===== config.mk =====
export PLATFORM = sky130hd
export DESIGN_NAME = map_address_translator
export DESIGN_NICKNAME = d
export VERILOG_FILES = /design/src/sv/mat_pkg.sv /design/src/sv/mat_map_regs.sv /design/src/sv/mat_xlate.sv /design/src/sv/map_address_translator.sv
export SDC_FILE = /design/constraint.sdc
export NUM_CORES = 1
export LEC_CHECK = 0
export ABC_AREA = 1
export BUFFER_PORTS_ARGS = -buffer_cell sky130_fd_sc_hd__buf_2
export CORE_ASPECT_RATIO = 1.75
export CORE_MARGIN = 5
export CORE_UTILIZATION = 40
export DETAILED_ROUTE_END_ITERATION = 7
export GPL_ROUTABILITY_DRIVEN = 0
export GPL_TIMING_DRIVEN = 0
export PLACE_DENSITY_LB_ADDON = 0.3
export SYNTH_ARGS = -nofsm -noshare
export SYNTH_HDL_FRONTEND = slang
export SYNTH_HIERARCHICAL = 1
export SYNTH_SLANG_ARGS = --single-unit

===== constraint.sdc =====
create_clock -name clk_i -period 5.05 [get_ports clk_i]
set_clock_uncertainty 0.2 [all_clocks]
set_input_delay 0.2525 -clock clk_i [delete_from_list [all_inputs] [get_ports clk_i]]
set_output_delay 0.2525 -clock clk_i [all_outputs]
set_load 0.01 [all_outputs]

===== src/sv/mat_pkg.sv =====
// ----------------------------------------------------------------------------
// mat_pkg: shared types and constants of the address translator
// Operation and target codes, mapping state and result structs.
// ----------------------------------------------------------------------------
package mat_pkg;

  // Base of the unmapped I/O page, compared against the upper address nibble
  localparam logic [15:0] IO_PAGE_BASE = 16'hD000;
  localparam logic [15:0] PAGE_MASK    = 16'hF000;
  localparam logic [16:0] ROM_BASE_RST = 17'h0E000;
  localparam logic [7:0]  MB_SELECT    = 8'h0F;

  typedef enum logic [1:0] {
    OP_READ  = 2'd0,
    OP_WRITE = 2'd1,
    OP_MAP   = 2'd2,
    OP_EOM   = 2'd3
  } op_e;

  typedef enum logic [1:0] {
    TGT_RAM  = 2'd0,
    TGT_IO   = 2'd1,
    TGT_ROM  = 2'd2,
    TGT_NONE = 2'd3
  } target_e;

  // Mapping state held between items
  typedef struct packed {
    logic [7:0]  low_mb;
    logic [7:0]  high_mb;
    logic [11:0] low_off;
    logic [11:0] high_off;
    logic [7:0]  enables;
    logic        inhibit;
  } map_state_t;

  // Command into the mapping registers
  typedef struct packed {
    logic       valid;
    op_e        op;
    logic [7:0] reg_a;
    logic [7:0] reg_x;
    logic [7:0] reg_y;
    logic [7:0] reg_z;
  } map_cmd_t;

  // One translated result
  typedef struct packed {
    logic [27:0] phys_address;
    target_e     target;
    logic [7:0]  bus_data;
    logic        interrupts_inhibited;
  } result_t;

endpackage


===== src/sv/mat_map_regs.sv =====
// ----------------------------------------------------------------------------
// mat_map_regs: mapping state registers
// Loads megabytes, offsets and block enables and sets inhibit on MAP, clears inhibit on EOM.
// ----------------------------------------------------------------------------
module mat_map_regs
  import mat_pkg::*;
(
  input  logic       clk_i,
  input  logic       rst_ni,
  input  map_cmd_t   cmd_i,
  output map_state_t state_o
);

  map_state_t state_q, state_d;

  // Work out the state left by the item that advances
  always_comb begin
    state_d = state_q;
    if (cmd_i.valid) begin
      unique case (cmd_i.op)
        OP_MAP: begin
          state_d.inhibit = 1'b1;
          if (cmd_i.reg_x == MB_SELECT) begin
            state_d.low_mb = cmd_i.reg_a;
          end else begin
            state_d.low_off      = {cmd_i.reg_x[3:0], cmd_i.reg_a};
            state_d.enables[3:0] = cmd_i.reg_x[7:4];
          end
          if (cmd_i.reg_z == MB_SELECT) begin
            state_d.high_mb = cmd_i.reg_y;
          end else begin
            state_d.high_off     = {cmd_i.reg_z[3:0], cmd_i.reg_y};
            state_d.enables[7:4] = cmd_i.reg_z[7:4];
          end
        end
        OP_EOM: begin
          state_d.inhibit = 1'b0;
        end
        OP_READ, OP_WRITE: begin
        end
        default: begin
        end
      endcase
    end
  end

  // Hold state
  always_ff @(posedge clk_i or negedge rst_ni) begin
    if (!rst_ni) begin
      state_q <= '0;
    end else begin
      state_q <= state_d;
    end
  end

  assign state_o = state_q;

endmodule


===== src/sv/mat_xlate.sv =====
// ----------------------------------------------------------------------------
// mat_xlate: address translation logic
// Maps a CPU access to a physical address and picks RAM, I/O or ROM.
// ----------------------------------------------------------------------------
module mat_xlate
  import mat_pkg::*;
(
  input  map_state_t  state_i,
  input  logic [16:0] rom_base_i,
  input  op_e         operation_i,
  input  logic [15:0] cpu_address_i,
  input  logic [7:0]  write_data_i,
  output result_t     result_o
);

  logic        upper;
  logic        mapped;
  logic        is_write;
  logic [19:0] offset;
  logic [19:0] sum;
  logic [7:0]  mb;
  logic [7:0]  fwd_data;

  assign upper    = cpu_address_i[15];
  assign mapped   = state_i.enables[cpu_address_i[15:13]];
  assign is_write = (operation_i == OP_WRITE);
  assign offset   = {(upper ? state_i.high_off : state_i.low_off), 8'h00};
  assign sum      = offset + {4'h0, cpu_address_i};
  assign mb       = upper ? state_i.high_mb : state_i.low_mb;
  assign fwd_data = is_write ? write_data_i : 8'h00;

  // Select the result for this operation
  always_comb begin
    result_o = '0;
    result_o.interrupts_inhibited = state_i.inhibit;
    unique case (operation_i)
      OP_MAP: begin
        result_o.target = TGT_NONE;
        result_o.interrupts_inhibited = 1'b1;
      end
      OP_EOM: begin
        result_o.target = TGT_NONE;
        result_o.interrupts_inhibited = 1'b0;
      end
      OP_READ, OP_WRITE: begin
        if (mapped) begin
          result_o.phys_address = {mb, sum};
          result_o.target       = TGT_RAM;
          result_o.bus_data     = fwd_data;
        end else begin
          result_o.phys_address = {12'h000, cpu_address_i};
          priority if ((cpu_address_i & PAGE_MASK) == IO_PAGE_BASE) begin
            result_o.target   = TGT_IO;
            result_o.bus_data = fwd_data;
          end else if (is_write && ({1'b0, cpu_address_i} >= rom_base_i)) begin
            result_o.target = TGT_ROM;
          end else begin
            result_o.target   = TGT_RAM;
            result_o.bus_data = fwd_data;
          end
        end
      end
      default: begin
      end
    endcase
  end

endmodule


===== src/sv/map_address_translator.sv =====
// ----------------------------------------------------------------------------
// map_address_translator: memory map unit with 28-bit physical addresses
// One item per cycle while the output is not stalled.
// The input register feeds the translation logic, which feeds the result
// register; MAP and EOM update the mapping state as they leave the input.
// Reset clears mapping and inhibit flag, and sets the ROM base to 0xE000.
// ----------------------------------------------------------------------------
module map_address_translator
  import mat_pkg::*;
(
  input  logic        clk_i,
  input  logic        rst_ni,
  input  logic        cfg_valid_i,
  output logic        cfg_ready_o,
  input  logic [16:0] cfg_rom_base_i,
  input  logic        in_valid_i,
  output logic        in_stall_o,
  input  logic [1:0]  operation_i,
  input  logic [15:0] cpu_address_i,
  input  logic [7:0]  write_data_i,
  input  logic [7:0]  reg_a_i,
  input  logic [7:0]  reg_x_i,
  input  logic [7:0]  reg_y_i,
  input  logic [7:0]  reg_z_i,
  output logic        out_valid_o,
  input  logic        out_stall_i,
  output logic [27:0] phys_address_o,
  output logic [1:0]  target_o,
  output logic [7:0]  bus_data_o,
  output logic        interrupts_inhibited_o
);

  logic [16:0] rom_base_q;
  logic        in_vld_q;
  op_e         op_q;
  logic [15:0] addr_q;
  logic [7:0]  data_q;
  logic [7:0]  a_q, x_q, y_q, z_q;
  logic        out_vld_q;
  result_t     res_q, res_d;
  logic        out_free;
  logic        advance;
  logic        in_take;
  map_cmd_t    cmd;
  map_state_t  state;

  // Configuration is always taken
  assign cfg_ready_o = 1'b1;

  always_ff @(posedge clk_i or negedge rst_ni) begin
    if (!rst_ni) begin
      rom_base_q <= ROM_BASE_RST;
    end else if (cfg_valid_i) begin
      rom_base_q <= cfg_rom_base_i;
    end
  end

  // Pipeline handshake
  assign out_free   = !out_vld_q || !out_stall_i;
  assign advance    = in_vld_q && out_free;
  assign in_stall_o = in_vld_q && !out_free;
  assign in_take    = in_valid_i && !in_stall_o;

  // Input register
  always_ff @(posedge clk_i or negedge rst_ni) begin
    if (!rst_ni) begin
      in_vld_q <= 1'b0;
    end else if (!in_stall_o) begin
      in_vld_q <= in_valid_i;
    end
  end

  always_ff @(posedge clk_i) begin
    if (in_take) begin
      op_q   <= op_e'(operation_i);
      addr_q <= cpu_address_i;
      data_q <= write_data_i;
      a_q    <= reg_a_i;
      x_q    <= reg_x_i;
      y_q    <= reg_y_i;
      z_q    <= reg_z_i;
    end
  end

  // Update mapping as the item advances
  assign cmd = '{valid: advance, op: op_q, reg_a: a_q, reg_x: x_q,
                 reg_y: y_q, reg_z: z_q};

  mat_map_regs u_map_regs (
    .clk_i   (clk_i),
    .rst_ni  (rst_ni),
    .cmd_i   (cmd),
    .state_o (state)
  );

  mat_xlate u_xlate (
    .state_i       (state),
    .rom_base_i    (rom_base_q),
    .operation_i   (op_q),
    .cpu_address_i (addr_q),
    .write_data_i  (data_q),
    .result_o      (res_d)
  );

  // Result register
  always_ff @(posedge clk_i or negedge rst_ni) begin
    if (!rst_ni) begin
      out_vld_q <= 1'b0;
    end else if (out_free) begin
      out_vld_q <= in_vld_q;
    end
  end

  always_ff @(posedge clk_i) begin
    if (advance) begin
      res_q <= res_d;
    end
  end

  assign out_valid_o            = out_vld_q;
  assign phys_address_o         = res_q.phys_address;
  assign target_o               = res_q.target;
  assign bus_data_o             = res_q.bus_data;
  assign interrupts_inhibited_o = res_q.interrupts_inhibited;

endmodule

### Yosys cells after proc, flatten, opt, wreduce, memory -nomap -nowiden

Index checks and enable logic that the tools add are counted.

| storage, ports and cells | value |
|---|---|
| register bits after elaboration | 165 |
| bits of input ports | 80 |
| logic and storage cells | 61 |

| cells by class | value |
|---|---|
| add/sub/neg operators | 1 |
| magnitude comparators | 2 |
| eq/ne operators | 6 |
| multiplexer cells | 11 |
| bitwise gates (word level) | 2 |
| reduce and logical (&&, ||, !) cells | 17 |

Operator list:

| operator | count |
|---|---|
| $mux W26 | 1 |
| $mux W8 | 3 |
| $add A20 B16 Y20 | 1 |
| $ge A16 B17 Y1 | 1 |
| $eq A8 B4 Y1 const B | 2 |
| $mux W12 | 1 |
| $reduce_and A3 Y1 | 4 |
| $mux W10 | 1 |
| $eq A2 B2 Y1 const B | 2 |
| $eq A4 B4 Y1 const B | 1 |
| $logic_and A1 B1 Y1 | 4 |
| $logic_not A1 Y1 | 4 |
| $lt A3 B4 Y1 const B | 1 |
| $pmux W2 S2 | 1 |
| $reduce_or A2 Y1 | 2 |
| $bmux W1 S3 | 1 |
| $eq A2 B1 Y1 const B | 1 |
| $logic_not A2 Y1 | 1 |
| $mux W2 | 1 |
| $not A1 Y1 | 2 |
| $pmux W1 S2 | 1 |
| $reduce_and A2 Y1 | 1 |
| $logic_or A1 B1 Y1 | 1 |
| $mux W1 | 1 |

### Logic depth before layout (Yosys ltp)

| depth | value |
|---|---|
| depth after elaboration | 6 |
| depth in mapped cells | 15 |
| mapped depth without buffers | 13 |

### Hierarchy

Netlist, hierarchy kept.

Modules (own cells, without submodules):

| module | instances | cells each | area each (um2) | sequential area each (um2) |
|---|---|---|---|---|
| map_address_translator | 1 | 182 | 3676.0 | 3392.0 |
| mat_map_regs | 1 | 232 | 2144.6 | 1226.2 |
| mat_xlate | 1 | 323 | 1636.6 | 0.0 |

### Least setup slack after synthesis

OpenSTA, ideal clock, no wires.

| path | value |
|---|---|
| kind | register to register |
| start | reg out_vld_q, in the netlist out_valid_o |
| end | reg u_map_regs.state_q, in the netlist u_map_regs/state_o[33] |
| setup time | 0.118 ns |
| arrival time | 3.521 ns |
| required time | 4.732 ns |
| slack | 1.211 ns |
| cell stages (with the launch flop) | 7 |
| buffers on the path | 0 |
| path through | dfrtp_1 -> a21oi_1 -> nand2_1 -> nor2_4 -> nand3_1 -> nand2_1 -> nand2_1 |

| between the ends | value |
|---|---|
| word-level cells in the longest chain between the ends | 4 |

Ends and longest elaborated chain:

| element | RTL line | source |
|---|---|---|
| start: declaration | map_address_translator.sv:39 | `logic out_vld_q;` |
| start signal: assignment | map_address_translator.sv:110 | `out_vld_q <= in_vld_q;` |
| $logic_not A1 Y1 | map_address_translator.sv:59 | `assign out_free = !out_vld_q \|\| !out_stall_i;` |
| $logic_or A1 B1 Y1 | map_address_translator.sv:59 |  |
| $logic_and A1 B1 Y1 | map_address_translator.sv:60 | `assign advance = in_vld_q && out_free;` |
| named net advance | map_address_translator.sv:42 | `logic advance;` |
| $reduce_and A3 Y1 (no line) | n/a |  |
| end signal: assignment | mat_map_regs.sv:52 | `state_q <= state_d;` |
| end: declaration | mat_map_regs.sv:14 | `map_state_t state_q, state_d;` |

The timed path passes the listed nets, and every way through them passes these cells.
A chain may end at the register's enable or synchronous reset.

### Worst setup path after layout

| path | value |
|---|---|
| start | reg addr_q[15] |
| end | reg res_q, in the netlist phys_address_o[14], data pin |

| between the ends | value |
|---|---|
| word-level cells in the longest chain between the ends | 3 |
| elaborated cells between the ends (all ways) | 5 |

Ends and longest elaborated chain:

| element | RTL line | source |
|---|---|---|
| start: declaration | map_address_translator.sv:36 | `logic [15:0] addr_q;` |
| start signal: assignment | map_address_translator.sv:76 | `addr_q <= cpu_address_i;` |
| $mux W12 or $bmux W1 S3 (tied branches) | mat_xlate.sv:27, mat_xlate.sv:25 |  |
| $add A20 B16 Y20 or $mux W1 (tied branches) | mat_xlate.sv:28, mat_xlate.sv:25 |  |
| $mux W26 * | mat_xlate.sv:46 | `if (mapped) begin` |
| end signal: assignment | map_address_translator.sv:116 | `res_q <= res_d;` |
| end: declaration | map_address_translator.sv:40 | `result_t res_q, res_d;` |

Every way passes the cells marked *; elsewhere a longest branch is shown, timed or not. The select of a mux whose other input is x is not followed.

==> out/summary.txt <==
Critical path endpoint category = register
Vias = 5706
Finish-stage setup viols = 0
WL per Instance = 14.9 um
Mapped Cells = 737
Postcts setup bufs = 0
Yosys reg bits = 165
First-pass iteration count of the detailed router = 4
Syn Area/Cell = 10.1 um^2
Initial Utilization = 40.3%
Layout cells sized above 1 = 20.7%
Nets = 1066
Post-synth EDFFs = 97
Yosys top cell by area = edfxtp_1
Hold Slack = 0.105 ns
Flop-to-flop setup slack = 2.00 ns
GRT Util Overall = 17.4%
# diodes = 0
Post-route ant nets = 0
Worst VDD drop = 221 uV
CTS tree = built
DRC viols = 0
Synthesized area = 7460 um^2
Post-synth top area share = 39.1%
Final Util = 52.9%
Die Ht = 191 um
WP data arrival = 3.03 ns
Endpoints failing hold = 0
Clk buf depth = 2
Vias in the first global route = 5876
Fmax = 0.328 GHz
Clock transition at path regs = 0.06 ns
Worst rel slew slack = 41.6%
Max Cap Violations = 0
Crit. Startpoint = addr_q[15]$_DFFE_PP_
Core area = 18500 um^2
Pre-CTS setup slack = 2.00 ns
Main synth FF type = edfxtp_1
Syn_nets = 842
Resize count post-CTS = 0
Fin crit share = 60.4%
Worst hold path class = input port to register
Seq/Total Area, Yosys = 61.9%
Synth unique cells = 32
H-tree levels = 4
WL final = 18000 um
Crit path capture = phys_address_o[14]$_DFFE_PP_
Status = complete, no violations
Root Buffer = clkbuf_16
Leakage power total = 4.68 nW
Clk_lat worst skew = 0.42 ns
I/O Pins = 122
Hold path start = cfg_valid_i
Worst r2r src = addr_q[15]$_DFFE_PP_
Reg2reg end = phys_address_o[14]$_DFFE_PP_
CP Class = register to register
Cell Pwr Density = 351 nW/um^2
Slew Limit Fails = 0
Initial drt markers = 229
Clock sink count = 165
RSZ-0062 raised after global routing = no
Fin worst setup slack = 2.00 ns
Synth top area cells = edfxtp_1 39%, dfrtp_1 22%, nand2_1 13%, ha_1 4.0%, inv_1 3.7%
Fin crit period = 3.05 ns
Input/output buffers = 120
Cts bufs inserted = 17
Die area = 21600 um^2
Worst-Margin Slew = 0.876 ns
Initial antenna violation count = 0
Grt total ovfl = 0
Yosys warns = 6
WP data required = 5.03 ns
CP max FO = 10
Number of vias per cell = 4.71
Die X = 113 um
Worst setup SP type = register
Syn-to-layout area delta = 31.3%
Detail Placement HPWL = 13300 um
Post-synth ARST share = 41.2%
First-pass GRT wire length = 28800 um
Largest net degree at the start of global routing = 69
Num rows = 66
Reg2Reg Depth = 14
-- cell usage in the layout, fill, tap and decap left out, types with 2 or more instances in the layout --
| cell type | n |
|---|---|
| dlygate4sd3_1 | 83 |
| nand2_4 | 5 |
| o21ai_0 | 25 |
| nor2_4 | 5 |
| buf_4 | 4 |
| nor2_8 | 3 |
| edfxtp_1 | 97 |
| a21oi_1 | 33 |
| dfrtp_1 | 65 |
| nand4_1 | 18 |
| buf_2 | 125 |
| nor2_1 | 33 |
| buf_12 | 2 |
| clkinv_2 | 4 |
| inv_2 | 5 |
| ha_1 | 24 |
| buf_6 | 7 |
| a21o_1 | 2 |
| inv_1 | 73 |
| xnor2_1 | 3 |
| clkbuf_16 | 17 |
| nand3_1 | 50 |
| o21ai_1 | 3 |
| nand2_2 | 9 |
| dfstp_2 | 3 |
| clkbuf_1 | 5 |
| clkinv_4 | 4 |
| nand2_1 | 252 |
-- layout make-up --
cell class	instances	area (um^2)
inverters	79	299
well taps	238	298
clock inverters	12	105
fillers	1735	8710
clock buffers	20	447
plain buffers	20	158
repair buffers	205	1470
flip-flops and latches	165	4620
multi-input cells	473	2390
-- Yosys cell counts, types with 4 or more instances --
| library cell | number |
|---|---|
| inv_2 | 4 |
| buf_2 | 6 |
| buf_6 | 7 |
| dfrtp_1 | 65 |
| nand3_1 | 50 |
| o21ai_0 | 25 |
| nand2_2 | 9 |
| nand4_1 | 18 |
| nor2_1 | 33 |
| nand2_4 | 5 |
| inv_1 | 74 |
| nand2_1 | 252 |
| ha_1 | 24 |
| nor2_4 | 5 |
| a21oi_1 | 34 |
| edfxtp_1 | 97 |
-- worst min-delay path by stage --
| stage | end | slack, ns | cells past startpoint |
|---|---|---|---|
| 6_report | rom_base_q[13]$_DFFE_PN1P_ | 0.11 | 4 |
| 5_1_grt | rom_base_q[6]$_DFFE_PN0P_ | 0.12 | 3 |
| 4_1_cts | rom_base_q[6]$_DFFE_PN0P_ | 0.07 | 3 |
| 3_5_place_dp | u_map_regs/state_o[2]$_DFFE_PN0P_ | 0.22 | 1 |
| 3_3_place_gp | y_q[1]$_DFFE_PP_ | 0.23 | 1 |
| 2_1_floorplan | in_vld_q$_DFFE_PN0N_ | -0.24 | 0 |
-- metrics by stage --
stage	instances	power [W]	instance area [um^2]	TNS, ns
final	1212	0.00344	9790	0
after global routing	1212	0.00361	9790	0
after CTS	1212	0.00348	9790	0
after detailed placement	1097	0.00221	8410	0
after global placement	1095	0.00219	8360	-9.32
after floorplan	737	0.00202	7460	0
-- cells by family (layout without fill, tap and decap cells) --
logic type               after synthesis  count (layout)  share of synthesized area [%]
other                                  1               1                         0.0503
AND/OR/NAND/NOR                      377             377                           22.5
multiplexers                           1               1                          0.134
buffers and inverters                 99             336                           6.12
adder cells (fa/ha/maj)               25              25                           4.30
flip-flops                           165             165                           61.9
AO/OA/AOI/OAI                         65              65                           4.48
XOR/XNOR                               4               4                          0.470
-- critical path, stage by stage (launching register included) --
cell and delay (ns):
edfxtp_1 0.61, inv_2 0.08, buf_6 0.16, clkbuf_1 0.22, nand2_1 0.12, nand2_1 0.07, ha_1 0.21, fa_1 0.40
nand3_1 0.08, nand2_1 0.11, a21oi_1 0.17, xor2_1 0.19, nand2_1 0.08, nand2_1 0.06, inv_1 0.04
-- what timing repair did --
| item | 4_1_cts | 5_1_grt |
|---|---|---|
| endpoints found under the setup margin | 0 | 0 |
| hold buffers | 83 | 0 |
| hold endpoints to repair | 142 | 0 |
-- where the power goes --
part,internal [W],switching [W]
clock,0.000690,0.000523
sequential,0.00159,0.0000774
combinational,0.000239,0.000327
total,0.00251,0.000927
-- flip-flops by register name (all words and copies together), names as in the netlist --
register / flops
a_q: 8
bus_data_o: 8
x_q: 8
target_o: 2
z_q: 8
interrupts_inhibited_o: 1
data_q: 8
u_map_regs/state_o: 49
in_vld_q: 1
op_q: 2
y_q: 8
out_valid_o: 1
rom_base_q: 17
phys_address_o: 28
addr_q: 16
-- metal layers --
metal	share of wire, %	track usage, %
met5	0	0
met4	3.7	7.91
met2	59	34.7
met3	3.1	3.02
met1	34	16.8
No activity file was read; power rests on OpenSTA's default activity.
